`config.mk`:
```
export PLATFORM = sky130hd
export DESIGN_NAME = ppde_ram
export DESIGN_NICKNAME = d
export VERILOG_FILES = /design/src/sv/ppde_ram.sv
export SDC_FILE = /design/constraint.sdc
export NUM_CORES = 1
export LEC_CHECK = 0
export BUFFER_PORTS_ARGS = -buffer_cell sky130_fd_sc_hd__buf_2
export CORE_UTILIZATION = 40
export CTS_CLUSTER_SIZE = 24
export DETAILED_ROUTE_END_ITERATION = 8
export PLACE_DENSITY_LB_ADDON = 0.2
export SYNTH_ARGS = -nofsm -noshare
export SYNTH_HDL_FRONTEND = slang
export SYNTH_SLANG_ARGS = --single-unit
export TNS_END_PERCENT = 100
```
`constraint.sdc`:
```
create_clock -name aclk -period 2 [get_ports aclk]
set_clock_uncertainty 0.1 [all_clocks]
set_input_delay 0.1 -clock aclk [delete_from_list [all_inputs] [get_ports aclk]]
set_output_delay 0.1 -clock aclk [all_outputs]
set_load 0.1 [all_outputs]
```
`src/sv/ppde_ram.sv`:
```
// Generic RAM with one write port and two registered read ports.
`default_nettype none
module ppde_ram #(
    parameter int WIDTH = 8,
    parameter int DEPTH = 16
) (
    input  wire                      aclk,
    input  wire                      wr_en,
    input  wire [$clog2(DEPTH)-1:0]  wr_addr,
    input  wire [WIDTH-1:0]          wr_data,
    input  wire                      rd_en,
    input  wire [$clog2(DEPTH)-1:0]  rd_addr_a,
    input  wire [$clog2(DEPTH)-1:0]  rd_addr_b,
    output logic [WIDTH-1:0]         rd_data_a,
    output logic [WIDTH-1:0]         rd_data_b
);

    logic [WIDTH-1:0] mem [DEPTH];

    always_ff @(posedge aclk) begin
        if (wr_en) begin
            mem[wr_addr] <= wr_data;
        end
        if (rd_en) begin
            rd_data_a <= mem[rd_addr_a];
            rd_data_b <= mem[rd_addr_b];
        end
    end

endmodule
`default_nettype wire

```
* After elaboration in Yosys (flattened, before gate mapping)
Memory sizes are Yosys's and may differ from the RTL's. A register that Yosys moved wholly into a read port is not among the register bits.
Index checks and enable logic that the tools add are counted.
** Storage, ports and cells
- Bits in writable memories :: 128
- Logic and storage cells :: 3
- Register bits :: 0
- Memories :: 1
- Bits of input ports :: 23
** Memory list
- mem :: words 16, width 8, read ports 2, clocked after memory_dff 2, wr ports 1, line 18 : logic [WIDTH-1:0] mem [DEPTH];
** Cells by class
- Muxes and demuxes :: 2
** Operator list (number)
- $mux 1 :: 2

* Longest topological paths before layout
Gate-level depths: netlist of the first run.
- Depth in word-level cells :: 2
- Depth in mapped cells :: 5

* Least setup slack after synthesis of the first run
OpenSTA, ideal clock, no wires.
- Path type :: input-to-reg
- Start :: input wr_addr[2]
- End :: memory mem[0][0], enable pin
- Data arrival time :: 1210 ps
- Stages :: 2
- Path slack :: 307 ps
- Buffers on the path :: 0
- Cell sequence :: or3b_2 -> nor3_1
** RTL lines
- start, declared :: line 9 : input wire [$clog2(DEPTH)-1:0] wr_addr,
- end, declared :: line 18
Straight into the memory's write port.

==> results.sh, run 1 <==
export IMPL_status="complete, no violations"
export IMPL_num_vias=3617
export IMPL_cts_setup_buffers=0
export IMPL_gr_total_overflow=0
export IMPL_ys_seq_area_frac=0.665
export IMPL_die_area_um2=16800
export IMPL_drv_slew=0
export IMPL_relSlewSlack=0.228
export IMPL_drt_iter0_drc=354
export IMPL_ir_drop_v=0.000613
export IMPL_worst_r2r_cell_count=3
export IMPL_crit_end="rd_data_b[7]"
export IMPL_grt_pass1_wl_um=23400
export IMPL_row_count=46
export IMPL_syn_area_per_cell_um2=21.2
export IMPL_ys_top_cells_by_area="edfxtp_1, mux4_2, mux4_1"
export IMPL_hold_class="in2reg"
export IMPL_syn_nets=330
export IMPL_grt_max_degree=33
export IMPL_rrSetupSlack_ns=0.34
export IMPL_dp_cells=566
export IMPL_die_y_um=130
export IMPL_rr_startpoint="mem[2][7]"
export IMPL_ys_warnings_count=0
export IMPL_ios=39
export IMPL_grt_setup_unrepaired="no"
export IMPL_ys_types=19
export IMPL_worst_ep_required_time_ns=2.06
export IMPL_finalCriticalPeriod_ns=1.66
export IMPL_firstDrtPassIters=5
export IMPL_cp_start_kind="register"
export IMPL_crit_type="reg2reg"
export IMPL_die_x_um=130
export IMPL_fin_cells=602
export IMPL_setup_viol=0
export IMPL_syn_inst=307
export IMPL_coreArea_um2=15900
export IMPL_pre_cts_slack_ns=0.234
export IMPL_critPathMaxFanout=2
export IMPL_dpl_hpwl_um=9810
export IMPL_r2r_end="rd_data_b[7]"
export IMPL_htree_levels=4
export IMPL_yosys_area_top_type="edfxtp_1"
export IMPL_yosysTopAreaCellShare=0.665
export IMPL_syn_area_um2=6510
export IMPL_grt_antenna_before_repair=0
export IMPL_ctsLongestPathBuffers=2
export IMPL_routed_wl_um=15800
export IMPL_holdPathStages=1
export IMPL_wl_per_cell_um=26.2
export IMPL_crit_path_end_kind="register"
export IMPL_tightest_slew_ns=1.16
export IMPL_finalCritPeriodShare=0.832
export IMPL_cts_tree="yes"
export IMPL_max_cap_viol_count=0
export IMPL_setup_tns_ns=0
export IMPL_ys_ff_latch=144
export IMPL_crit_arrival_ns=1.73
export IMPL_final_setup_worst_slack_ns=0.336
export IMPL_area_growth_pct=17.1
export IMPL_hold_violations=0
export IMPL_drc_errors=0
export IMPL_gp_congestion=0.794
export IMPL_grt_pass1_vias=3799
export IMPL_drive_gt1_frac=0.319
export IMPL_layout_nets=400
export IMPL_grt_usage=0.206
export IMPL_clockRootBuffer="clkbuf_16"
export IMPL_diodes=0
export IMPL_start_util=0.410
export IMPL_io_buffer_count=38
export IMPL_fmaxAchievable_mhz=601
export IMPL_antenna_left=0
export IMPL_final_common_cell="edfxtp_1"
export IMPL_via_per_inst=6.01
export IMPL_critPathLaunch="mem[2][7]"
export IMPL_final_cell_mix="edfxtp_1, buf_2, mux4_2, a22oi_1, mux4_1"
export IMPL_clock_latency_ns=0.41
export IMPL_powerDensity_nw_per_um2=897
export IMPL_clk_pin_slew_ns=0.06
export IMPL_cts_buffers=17
export IMPL_leakage_nw=2.60
export IMPL_cts_sinks=144
==> report_power, final <==
group / switching (mW) / internal [mW] / leakage, nW
logic: 0.476 / 0.250 / 1.05
clock network: 1.13 / 1.53 / 0.229
registers: 0.0319 / 3.42 / 1.32
total: 1.64 / 5.20 / 2.60
==> area by class of cell <==
| class | count | area (µm²) |
|---|---|---|
| clock buffer | 19 | 433 |
| multi-input combinational | 143 | 2010 |
| sequential | 144 | 4320 |
| tap | 216 | 270 |
| fill | 1338 | 8270 |
| timing repair buffer | 71 | 533 |
| clock inverter | 9 | 48.8 |
==> critical path: stages, from the launching register on <==
cell      delay, ns
edfxtp_1       0.39
mux4_4         0.61
a22oi_1        0.24
nand2_1        0.07
==> per-layer routing <==
metal	share of wire	GRT usage	vias up
li1	-	-	1494
met5	0	0	-
met2	0.49	0.333	164
met4	0.027	0.0917	0
met3	0.064	0.0429	28
met1	0.42	0.271	1931
==> synthesized netlist by cell type (all sizes together) <==
library cell / number
nand3: 1
nand3b: 2
nor2b: 2
nor2: 14
or3b: 1
edfxtp: 144
nand2b: 2
a22oi: 32
and2b: 2
and2: 2
nand2: 17
nor3: 4
mux4: 64
clkdlybuf4s25: 6
buf: 14
==> state kept, by name, summed over array words and instances (netlist names) <==
register / count
rd_data_a: 8
rd_data_b: 8
mem: 128
==> cell families after synthesis <==
logic type      after synthesis  synth area share
mux                          64             0.238
buf+inv                      20            0.0265
simple gates                 47            0.0335
flops                       144             0.665
compound gates               32            0.0369
==> worst min-delay path by stage <==
stage / start / end / slack (ns)
floorplan: wr_data[0] / mem[0][0] / 0.1
global placement: wr_data[0] / mem[13][0] / 0.40
detailed placement: wr_data[7] / mem[5][7] / 0.40
CTS: rd_en / rd_data_a[4] / 0.08
global route: rd_en / rd_data_a[4] / 0.09
finish: rd_en / rd_data_b[3] / 0.1
==> per-stage QoR <==
stage          utilization  power, mW  area [µm²]  hold slack [ns]
4_1_cts              0.480       6.88        7620           0.0765
5_1_grt              0.480       7.04        7620           0.0866
3_5_place_dp         0.444       4.23        7060            0.398
6_report             0.480       6.84        7620           0.0988
2_1_floorplan            -       4.01        6510           0.0989
3_3_place_gp         0.444       4.22        7060            0.396
==> repair_timing <==
action / CTS / global route
resized for setup: 0 / 0
hold buffers: 8 / 0
endpoints found under the hold margin: 128 / 0
(Power assumes the default switching activity.)
==> run 2: changes to the inputs <==
--- a/config.mk
+++ b/config.mk
@@ -5,6 +5,7 @@
 export SDC_FILE = /design/constraint.sdc
 export NUM_CORES = 1
 export LEC_CHECK = 0
+export ABC_AREA = 1
 export BUFFER_PORTS_ARGS = -buffer_cell sky130_fd_sc_hd__buf_2
 export CORE_UTILIZATION = 40
 export CTS_CLUSTER_SIZE = 24
==> constraint.sdc (replaced) <==
create_clock -name aclk -period 1.6 [get_ports aclk]
set_clock_uncertainty 0.1 [all_clocks]
set_input_delay 0.08 -clock aclk [delete_from_list [all_inputs] [get_ports aclk]]
set_output_delay 0.08 -clock aclk [all_outputs]
set_load 0.1 [all_outputs]
==> results.sh, run 2 <==
export IMPL_synth_main_ff_cell="edfxtp_1"
export IMPL_worst_r2r_cell_count=6
export IMPL_relSlewSlack=0.508
export IMPL_finalCritPeriodShare=0.933
export IMPL_final_setup_worst_slack_ns=0.108
export IMPL_coreArea_um2=18100
export IMPL_syn_nets=874
export IMPL_max_cap_viol_count=0
export IMPL_grt_antenna_before_repair=0
export IMPL_hold_class="in2reg"
export IMPL_layout_nets=928
export IMPL_largest_reg_flops=128
export IMPL_cp_num_buf_inv=1
export IMPL_drv_slew=0
export IMPL_r2r_end="rd_data_b[0]"
export IMPL_netlist_top_cells_count="nand2_1, nand3_1, edfxtp_1"
export IMPL_cp_slowest_cell="buf_2"
export IMPL_p_seq_frac=0.465
export IMPL_violations="DRC"
export IMPL_worst_ep_required_time_ns=1.42
export IMPL_syn_area_um2=7420
export IMPL_finalCriticalPeriod_ns=1.49
export IMPL_ir_drop_v=0.000759
export IMPL_crit_family="buffers and inverters"
export IMPL_area_growth_pct=15.2
export IMPL_grt_pass1_vias=5488
export IMPL_drt_iter0_drc=742
export IMPL_leakage_nw=3.83
export IMPL_pwr_share_comb=0.124
export IMPL_grt_pass1_wl_um=33200
export IMPL_critPathLaunch="rd_data_a[6]"
export IMPL_postCtsResizedCells=0
export IMPL_ios=39
export IMPL_critPathMaxFanout=1
export IMPL_drive_gt1_frac=0.117
export IMPL_firstDrtPassIters=7
export IMPL_die_y_um=138
export IMPL_ys_ff_latch=144
export IMPL_cts_tree="yes"
export IMPL_crit_end="rd_data_a[6]"
export IMPL_grt_usage=0.239
export IMPL_via_per_inst=5.26
export IMPL_max_stage_delay_ns=0.46
export IMPL_cts_sinks=144
export IMPL_fmaxAchievable_mhz=670
export IMPL_tightest_slew_ns=0.736
export IMPL_cts_buffers=17
export IMPL_synth_edff_count=144
export IMPL_switching_share=0.265
export IMPL_die_x_um=138
export IMPL_regMostFlops="mem"
export IMPL_dpl_hpwl_um=13500
export IMPL_switchingPower_mw=2.45
export IMPL_ys_top_cells_by_area="edfxtp_1, nand3_1, nand2_1"
export IMPL_start_util=0.410
export IMPL_hold_violations=0
export IMPL_syn_area_per_cell_um2=8.72
export IMPL_clock_latency_ns=0.43
export IMPL_crit_arrival_ns=1.31
export IMPL_wl_per_cell_um=19.1
export IMPL_setup_tns_ns=0
export IMPL_grt_setup_unrepaired="no"
export IMPL_pre_cts_slack_ns=0.110
export IMPL_ys_seq_area_frac=0.583
export IMPL_gr_total_overflow=0
export IMPL_htree_levels=4
export IMPL_reg_top3="mem x128, rd_data_a x8, rd_data_b x8"
export IMPL_cts_setup_buffers=0
export IMPL_setup_viol=0
export IMPL_cp_start_kind="register"
export IMPL_clk_pin_slew_ns=0.06
export IMPL_ys_warnings_count=0
export IMPL_routed_wl_um=21900
export IMPL_yosysTopAreaCellShare=0.583
export IMPL_powerDensity_nw_per_um2=1080
export IMPL_intPower_mw=6.81
export IMPL_whs_ns=0.0476
export IMPL_path_depth=1
export IMPL_gp_congestion=0.846
export IMPL_io_buffer_count=38
export IMPL_cts_hold_buf=8
export IMPL_die_area_um2=19100
export IMPL_yosys_area_top_type="edfxtp_1"
export IMPL_grt_max_degree=65
export IMPL_ys_types=12
export IMPL_rrSetupSlack_ns=0.33
export IMPL_cp_cell_sequence="buf_2"
export IMPL_diodes=0
export IMPL_rr_startpoint="mem[5][0]"
export IMPL_synthArstFlopShare=0
export IMPL_status="complete, but fails checks"
export IMPL_row_count=49
export IMPL_final_common_cell="nand2_1"
export IMPL_n_fill_cell=1674
export IMPL_num_vias=6033
export IMPL_antenna_left=0
export IMPL_ctsLongestPathBuffers=2
export IMPL_syn_inst=851
export IMPL_crit_type="reg2out"
export IMPL_fin_util=0.473
export IMPL_yosysMostFrequentCell="nand2_1"
export IMPL_p_clk_frac=0.411
export IMPL_crit_path_end_kind="primary output"
export IMPL_clockRootBuffer="clkbuf_16"
export IMPL_drc_errors=6
export IMPL_final_cell_mix="nand2_1, nand3_1, edfxtp_1, inv_1, buf_2"
[run 2: cell count changes in the layout (fill, tap and decap cells not counted), sizes merged, moves of 3 or more]
cell	delta
buf	+12
a22oi	-32
mux4	-64
nand3	+224
nand2	+260
nor3	-4
nor2	+3
inv	+138
[run 2: through the flow]
stage          area (µm²)  cells  total power, mW
2_1_floorplan        7420    851             5.15
3_3_place_gp         7920   1107             5.51
3_5_place_dp         7920   1107             5.51
4_1_cts              8550   1146             9.30
5_1_grt              8550   1146             9.53
6_report             8550   1146             9.26
[run 2: worst register-to-register path: stages, from the launching register on]
cell and delay [ns]:
edfxtp_1 0.37, inv_1 0.10, nand2_1 0.05, nand3_1 0.09
nand3_1 0.09, nand3_1 0.16, nand2_1 0.08
[run 2: layer usage]
| metal | wire [µm] | vias up | track usage |
|---|---|---|---|
| li1 | - | 2866 | - |
| met1 | 9630 | 2818 | 0.336 |
| met2 | 9840 | 307 | 0.362 |
| met3 | 1840 | 42 | 0.0447 |
| met4 | 582 | 0 | 0.103 |
| met5 | 0 | - | 0 |
[run 2: how the worst min path moves through the flow]
stage,startpoint,slack (ns),end,depth (start not counted)
floorplan,wr_data[0],0.08,mem[0][0],0
global placement,wr_data[4],0.40,mem[2][4],1
detailed placement,wr_data[3],0.42,mem[10][3],1
CTS,rd_en,0.04,rd_data_b[2],1
global route,rd_en,0.05,rd_data_b[6],1
finish,rd_en,0.05,rd_data_b[2],1
[run 2: cell families (layout without fill, tap and decap cells)]
kind of cell | after synthesis | after routing | synth area share
buf+inv | 186 | 252 | 0.115
simple gates | 521 | 521 | 0.303
flops | 144 | 144 | 0.583
[run 2: layout make-up]
class	instances	area, µm²	share of cell area
Clock inverter	13	123	0.0143
Timing Repair Buffer	83	623	0.0729
Clock buffer	18	429	0.0502
Multi-Input combinational cell	521	2240	0.263
Tap cell	229	287	0.0335
Sequential cell	144	4320	0.506
Inverter	138	518	0.0606
[run 2: power by group through the flow]
stage	clock [mW]	sequential [mW]	combinational, mW
2_1_floorplan	0	4.62	0.530
3_3_place_gp	0	4.38	1.13
3_5_place_dp	0	4.38	1.13
4_1_cts	3.85	4.30	1.15
5_1_grt	3.99	4.31	1.23
6_report	3.81	4.30	1.15
